### config.mk
export PLATFORM = sky130hd
export DESIGN_NAME = sram_bank_mapper_with_device_windows_unit
export DESIGN_NICKNAME = d
export VERILOG_FILES = /design/src/hdl/sbm_pkg.sv /design/src/hdl/sbm_decode.sv /design/src/hdl/sram_bank_mapper_with_device_windows_unit.sv
export SDC_FILE = /design/constraint.sdc
export NUM_CORES = 1
export LEC_CHECK = 0
export BUFFER_PORTS_ARGS = -buffer_cell sky130_fd_sc_hd__buf_2
export CAP_MARGIN = 25
export CORE_UTILIZATION = 45
export DETAILED_ROUTE_END_ITERATION = 10
export PLACE_DENSITY = 0.79
export SLEW_MARGIN = 20
export SYNTH_ARGS = -nofsm -noshare
export SYNTH_HDL_FRONTEND = slang
export SYNTH_SLANG_ARGS = --single-unit
### constraint.sdc
create_clock -name clk -period 2.89 [get_ports clk]
set_clock_uncertainty 0.2 [all_clocks]
set_input_delay 0.289 -clock clk [delete_from_list [all_inputs] [get_ports clk]]
set_output_delay 0.289 -clock clk [all_outputs]
set_load 0.05 [all_outputs]
### src/hdl/sbm_pkg.sv
// shared types and constants of the sram bank mapper
package sbm_pkg;

	// widest bank number the field layout allows
	localparam int BANK_W = 7;
	localparam int ADDR_W = 15;
	localparam int SRAM_W = 20;
	localparam int PADDR_W = 3;

	// access kind on the input side
	localparam logic OP_WRITE = 1'b1;

	// register select (paddr bit 2)
	localparam logic REG_BOARD_TYPE = 1'b0;
	localparam logic REG_BANK_MASK = 1'b1;

	// high control bits value that opens the scsi window on page 0
	localparam logic [1:0] HIGH_SCSI = 2'b01;

	typedef enum logic [2:0] {
		TGT_SRAM      = 3'd0,
		TGT_SOUND     = 3'd1,
		TGT_SCSI_DATA = 3'd2,
		TGT_SCSI_REG  = 3'd3,
		TGT_CTRL      = 3'd4,
		TGT_NONE      = 3'd5
	} target_t;

	typedef struct packed {
		logic              opcode;
		logic [ADDR_W-1:0] address;
		logic [7:0]        write_data;
	} sbm_item_t;

	typedef struct packed {
		target_t           target;
		logic [SRAM_W-1:0] sram_address;
		logic [7:0]        device_offset;
		logic              write_strobe;
		logic [7:0]        data_out;
	} sbm_result_t;

endpackage

### src/hdl/sbm_decode.sv
// access decode and next mapper state for one bus access
module sbm_decode import sbm_pkg::*; #(
	parameter int BANK_BITS = 7
) (
	input  sbm_item_t            item,
	input  logic                 board_type,
	input  logic [BANK_W-1:0]    bank_mask,
	input  logic [BANK_BITS-1:0] bank_cur [4],
	input  logic [1:0]           high_cur,
	input  logic                 sound_cur,
	output sbm_result_t          res,
	output logic [BANK_BITS-1:0] bank_nxt [4],
	output logic [1:0]           high_nxt,
	output logic                 sound_nxt
);

	localparam logic [BANK_W-1:0] LIMIT = BANK_W'((1 << BANK_BITS) - 1);

	logic [1:0]        page;
	logic [12:0]       off;
	logic              wr;
	logic              scsi;
	logic              we;
	logic              in_sound;
	logic              is_ctrl;
	logic              is_bankreg;
	logic [BANK_W-1:0] eff_mask;
	logic [BANK_W-1:0] bank_sel;
	logic [BANK_W-1:0] bank0;
	logic [1:0]        high_new;
	logic [BANK_W-1:0] ctrl_bank0;
	logic [BANK_W-1:0] wr_bank;

	// address classification
	assign page       = item.address[14:13];
	assign off        = item.address[12:0];
	assign wr         = (item.opcode == OP_WRITE);
	assign scsi       = (high_cur == HIGH_SCSI);
	assign we         = high_cur[1];
	// bus 0x9800-0x9fff
	assign in_sound   = sound_cur && (item.address[14:11] == 4'b1011);
	// bus 0x7ffe-0x7fff
	assign is_ctrl    = (item.address[14:1] == 14'h1fff);
	// page offset 0x1000-0x17ff
	assign is_bankreg = (item.address[12:11] == 2'b10);
	assign eff_mask   = bank_mask & LIMIT;
	assign bank_sel   = BANK_W'(bank_cur[page]);
	assign bank0      = BANK_W'(bank_cur[0]);

	// control register write: new high bits and re-derived page 0 bank
	always_comb begin
		high_new = {item.write_data[4], board_type & item.write_data[6]};
		if (high_new == HIGH_SCSI) begin
			ctrl_bank0 = {1'b0, bank0[5:0]} & LIMIT;
		end else begin
			ctrl_bank0 = {high_new[0], bank0[5:0]} & eff_mask;
		end
	end

	// bank register write value, page 0 carries bank bit 6 outside scsi mode
	always_comb begin
		wr_bank = {1'b0, item.write_data[5:0]};
		if (page == 2'd0 && !scsi) begin
			wr_bank[6] = high_cur[0];
		end
		wr_bank = wr_bank & eff_mask;
	end

	// target selection in priority order
	always_comb begin
		res.target        = TGT_NONE;
		res.sram_address  = '0;
		res.device_offset = '0;
		res.write_strobe  = 1'b0;
		bank_nxt          = bank_cur;
		high_nxt          = high_cur;
		sound_nxt         = sound_cur;
		if (scsi && page == 2'd0) begin
			if (!off[12]) begin
				res.target = TGT_SCSI_DATA;
			end else begin
				res.target        = TGT_SCSI_REG;
				res.device_offset = {4'd0, off[3:0]};
			end
			res.write_strobe = wr;
		end else if (in_sound) begin
			res.target        = TGT_SOUND;
			res.device_offset = item.address[7:0];
			res.write_strobe  = wr;
		end else if (!wr) begin
			res.target       = TGT_SRAM;
			res.sram_address = {bank_sel, off};
		end else if (is_ctrl) begin
			if (high_new != high_cur) begin
				high_nxt    = high_new;
				bank_nxt[0] = ctrl_bank0[BANK_BITS-1:0];
			end
			res.target       = TGT_CTRL;
			res.write_strobe = 1'b1;
		end else if (we && !page[1]) begin
			res.target       = TGT_SRAM;
			res.sram_address = {bank_sel, off};
			res.write_strobe = 1'b1;
		end else if (is_bankreg && (page[1] || !we)) begin
			bank_nxt[page] = wr_bank[BANK_BITS-1:0];
			if (page == 2'd2) begin
				sound_nxt = (item.write_data[5:0] == 6'h3f);
			end
			res.target       = TGT_CTRL;
			res.write_strobe = 1'b1;
		end
		res.data_out = res.write_strobe ? item.write_data : 8'd0;
	end

endmodule

### src/hdl/sram_bank_mapper_with_device_windows_unit.sv
// Cartridge bank mapper: each bus access beat on the s_ side is decoded into
// one result beat on the m_ side (banked sram address, sound window, scsi
// data or register, control update, or none). One beat is accepted per clock
// when the output side keeps up; a beat enters an input register, is decoded
// against the bank and control registers (which it updates as it passes to the
// output register) and is held in the output register until taken. board_type
// and bank_mask are written over the apb port; the user must write them only
// while no beat is in flight, as the block itself does not enforce this.
module sram_bank_mapper_with_device_windows_unit import sbm_pkg::*; #(
	parameter int BANK_BITS = 7
) (
	input  logic               clk,
	input  logic               arst_n,
	// access beats
	input  logic               s_tvalid,
	output logic               s_tready,
	input  logic [23:0]        s_tdata,  // address[14:0], write_data[22:15], zero pad
	input  logic               s_tuser,  // opcode
	// result beats
	output logic               m_tvalid,
	input  logic               m_tready,
	output logic [39:0]        m_tdata,  // sram_address[19:0], device_offset[27:20],
	                                     // write_strobe[28], data_out[36:29], zero pad
	output logic [2:0]         m_tuser,  // target
	// register port
	input  logic               psel,
	input  logic               penable,
	input  logic               pwrite,
	input  logic [PADDR_W-1:0] paddr,
	input  logic [31:0]        pwdata,
	output logic [31:0]        prdata,
	output logic               pready
);

	logic                 valid_s1;
	sbm_item_t            item_s1;
	logic                 valid_s2;
	sbm_result_t          res_s2;
	logic                 advance;
	logic                 board_type_q;
	logic [BANK_W-1:0]    bank_mask_q;
	logic [BANK_BITS-1:0] bank_q [4];
	logic [1:0]           high_q;
	logic                 sound_q;
	sbm_result_t          res_d;
	logic [BANK_BITS-1:0] bank_d [4];
	logic [1:0]           high_d;
	logic                 sound_d;
	logic                 cfg_wr;

	// handshake
	assign advance  = !valid_s2 || m_tready;
	assign s_tready = !valid_s1 || advance;
	assign m_tvalid = valid_s2;
	assign m_tuser  = res_s2.target;
	assign m_tdata  = {3'd0, res_s2.data_out, res_s2.write_strobe,
		res_s2.device_offset, res_s2.sram_address};

	// register port
	assign pready = 1'b1;
	assign cfg_wr = psel && penable && pwrite && pready;

	always_comb begin
		case (paddr[2])
			REG_BOARD_TYPE: prdata = {31'd0, board_type_q};
			REG_BANK_MASK:  prdata = {25'd0, bank_mask_q};
			default:        prdata = '0;
		endcase
	end

	// decode
	sbm_decode #(
		.BANK_BITS (BANK_BITS)
	) u_decode (
		.item       (item_s1),
		.board_type (board_type_q),
		.bank_mask  (bank_mask_q),
		.bank_cur   (bank_q),
		.high_cur   (high_q),
		.sound_cur  (sound_q),
		.res        (res_d),
		.bank_nxt   (bank_d),
		.high_nxt   (high_d),
		.sound_nxt  (sound_d)
	);

	// control, configuration and mapper state
	always_ff @(posedge clk or negedge arst_n) begin
		if (!arst_n) begin
			valid_s1     <= 1'b0;
			valid_s2     <= 1'b0;
			board_type_q <= 1'b0;
			bank_mask_q  <= BANK_W'(15);
			high_q       <= 2'b00;
			sound_q      <= 1'b0;
			for (int i = 0; i < 4; i++) begin
				bank_q[i] <= BANK_BITS'(i);
			end
		end else begin
			if (cfg_wr) begin
				case (paddr[2])
					REG_BOARD_TYPE: board_type_q <= pwdata[0];
					REG_BANK_MASK:  bank_mask_q  <= pwdata[BANK_W-1:0];
					default:        board_type_q <= board_type_q;
				endcase
			end
			if (s_tready) begin
				valid_s1 <= s_tvalid;
			end
			if (advance) begin
				valid_s2 <= valid_s1;
			end
			if (advance && valid_s1) begin
				bank_q  <= bank_d;
				high_q  <= high_d;
				sound_q <= sound_d;
			end
		end
	end

	// beat payload
	always_ff @(posedge clk) begin
		if (s_tvalid && s_tready) begin
			item_s1.opcode     <= s_tuser;
			item_s1.address    <= s_tdata[14:0];
			item_s1.write_data <= s_tdata[22:15];
		end
		if (advance && valid_s1) begin
			res_s2 <= res_d;
		end
	end

endmodule

==> results.md <==
* Outcome: completed
* Synth warnings at 0
* Req. time, crit path at between 2 and 3 ns
* Worst-Margin Slew at around 0.55 ns
* GPL Wtd Cong at between 0.8 and 0.9
* Core Area at about 0.01 mm²
* First-pass GRT wire length at roughly 14000 µm
* DIE AREA at approximately 0.011 mm²
* Setup_tns at 0 ns
* Max Cap Violations at 0
* Sink Count at between 100 and 150
* Hold buffers post-CTS at 33
* Final Slew Violations at 0
* CTS tree: done
* Max frequency at 0.383 GHz
* Reg2reg path depth at 5
* Postcts setup bufs at 0
* EDFF count, synth at 64
* Final hold violations at 0
* Post-synth cell types at 42
* Initial antenna violation count at 0
* Router iterations before antenna repair at 4
* Internal at 2.37 mW
* Chip height at 103 µm
* Hold Path Class: input port to flip-flop
* Avg Cell Area, Syn at about 15 µm²
* Vias/cell at ~5
* Comb pwr share at 18.9%
* N_diodes at 0
* CP endpoint: bank_q[18]
* TritonCTS buffer count at 9
* Layout area overhead at 23.1%
* Layout cells sized above 1 at 37.4%
* Routed WL at 8940 µm
* Minimum clock period at between 2 and 3 ns
* Synth Register Bits at roughly 110
* R2R Path Start: item_s1[22]
* Clk buf depth at 2
* Switch Pwr at around 1.1 mW
* GRT Util Overall at about 18%
* Final nets at about 500
* Max rail drop VDD at 342 µV
* Largest net degree at the start of global routing at 42
* Total number of vias at ~2800
* Share of the yosys chip area belonging to registers at 64.6%
* Final setup violation count at 0
* Worst path top cell family by delay: simple AND/OR/NAND/NOR gates
* Setup CP Type: flip-flop to flip-flop
* Critical path endpoint category: flip-flop
* Delay of the slowest cell on the worst path at around 0.6 ns
* Initial DRC Count at between 100 and 150
* Worst skew pair latency at ~0.37 ns
* Mapped cell area at about 0.0046 mm²
* CP Max Fanout at 7
* Row count at 36
* Clock share of power at 27.6%
* Vias in the first global route at around 2800
* Slew headroom at a little under two thirds
* Overflow after GRT at 0
* Starting Density at approximately 47%
* Post-synthesis cell count at ~300
* Die Width at 103 µm
* Crit path launch: item_s1[22]
* Crit path launch type: flip-flop
* Switching part of the total power at between 30% and 40%
* Final ANT Viol Nets at 0
* Wire length per cell at 15.7 µm
* RR Endpoint: bank_q[18]
* Commonest non-fill, non-tap cell in the layout: buf_2
* H-tree depth at 3
* Most frequent cells in the layout: buf_2, edfxtp_1, dfrtp_1, dlygate4sd3_1, conb_1
* WP buf/inv at 0
* I/O Buffers at slightly below 90
* Clock root cell: clkbuf_8
* Io pins at around 150
* Post-CTS Resized at 0
* RSZ-0062 raised after global routing: no
* Post-route DRC violation count at 0
* Detailed Place HPWL at 6140 µm
* Ys async rst share at between 30% and 40%
* Levels on crit path at 5
* Pwr/cell area at roughly 610 mW/mm²
* Seq pwr share at a little over half
* Final Hold Slack at approximately 0.023 ns
* R2R Setup Slk at about 0.28 ns
* Worst-path clk slew at 0.11 ns
* Static Leakage at 2.51 nW
* Final Cycle Share at ~90%
* CP Cell Sequence: nor2b_1, a41o_1, nor4b_4, nand2b_1, mux2_4
* CP max stage cell: edfxtp_1
* Worst EP arrival at 2.67 ns
* Most used DFF post-synth: edfxtp_1
[power by group through the flow]
stage                     Combinational, mW  Sequential (mW)  Clock, mW
after detailed placement              0.614             1.87          0
final                                 0.649             1.83      0.948
after global routing                  0.691             1.85       1.02
after floorplan                       0.355             1.99          0
after CTS                             0.649             1.83      0.961
after global placement                0.601             1.86          0
[layout make-up]
type / instances / area (µm²)
Clock buffer: 9 / 124
Clock inverter: 7 / 85.1
Fill cell: 769 / 4180
Inverter: 1 / 3.75
Multi-Input combinational cell: 186 / 1450
Sequential cell: 105 / 2960
Tap cell: 133 / 166
Timing Repair Buffer: 128 / 846
[routing by layer]
metal  up-vias  wire, µm  GRT usage (%)
met4         0       102           5.20
li1       1321         -              -
met1      1390      3980           23.9
met3         8       446           4.27
met2       107      4410           30.7
met5         -         0              0
[registers in the layout, summed over array words and instances (netlist names)]
name	cells
high_q	2
valid_s1	1
item_s1	24
bank_q	28
board_type_q	1
m_tvalid	1
m_tdata	37
sound_q	1
bank_mask_q	7
m_tuser	3
[cell usage after synthesis (all sizes together), types with 2 or more instances]
cell type  count  area share (%)
dfrtp         33              18
o21ai          5            0.55
buf           32             5.3
a21oi          3            0.33
nor4b          2             1.0
nor4           2            0.60
and3          20             2.7
nand4          6            0.82
nand2b         6            0.82
clkbuf         7            0.57
and2          29             4.0
nand3          3            0.44
conb           2            0.16
nor2b          7            0.96
a22o          13             2.5
edfxtp        64              42
nor2           6            0.49
dfstp          8             4.6
mux4           7             3.4
mux2          29             7.6
a21boi         2            0.41
nand2          6            0.55
[worst register-to-register path, stage by stage (launching register included)]
cell,delay [ns]
edfxtp_1,0.59
nor2b_1,0.25
a41o_1,0.30
nor4b_4,0.37
nand2b_1,0.38
mux2_4,0.41
[logic make-up after synthesis]
family | share of synthesized area, %
multiplexers | 11.3
XOR/XNOR | 0.191
AO/OA/AOI/OAI | 4.56
other | 0.164
AND/OR/NAND/NOR | 13.3
buffers and inverters | 5.93
flip-flops | 64.6
[worst min-delay path by stage]
| stage | endpoint | from | slack [ns] | cells past startpoint |
|---|---|---|---|---|
| floorplan | bank_mask_q[4] | arst_n | -0.21 | 0 |
| global placement | bank_q[16] | arst_n | 0.26 | 1 |
| detailed placement | bank_q[16] | arst_n | 0.27 | 1 |
| CTS | valid_s1 | m_tready | 0.02 | 3 |
| global route | valid_s1 | m_tready | 0.04 | 3 |
| finish | valid_s1 | m_tready | 0.02 | 3 |
[per-stage QoR]
stage / utilization (%) / area, µm² / power, mW / cells / setup WS [ns]
5_1_grt: 57.4 / 5640 / 3.57 / 569 / 0.166
6_report: 57.4 / 5640 / 3.43 / 569 / 0.280
4_1_cts: 57.1 / 5610 / 3.44 / 568 / 0.291
2_1_floorplan: - / 4680 / 2.35 / 331 / 0.496
3_5_place_dp: 51.6 / 5070 / 2.48 / 519 / 0.316
3_3_place_gp: 51.6 / 5070 / 2.46 / 519 / 0.378
Power figures use the tool's default switching activity.
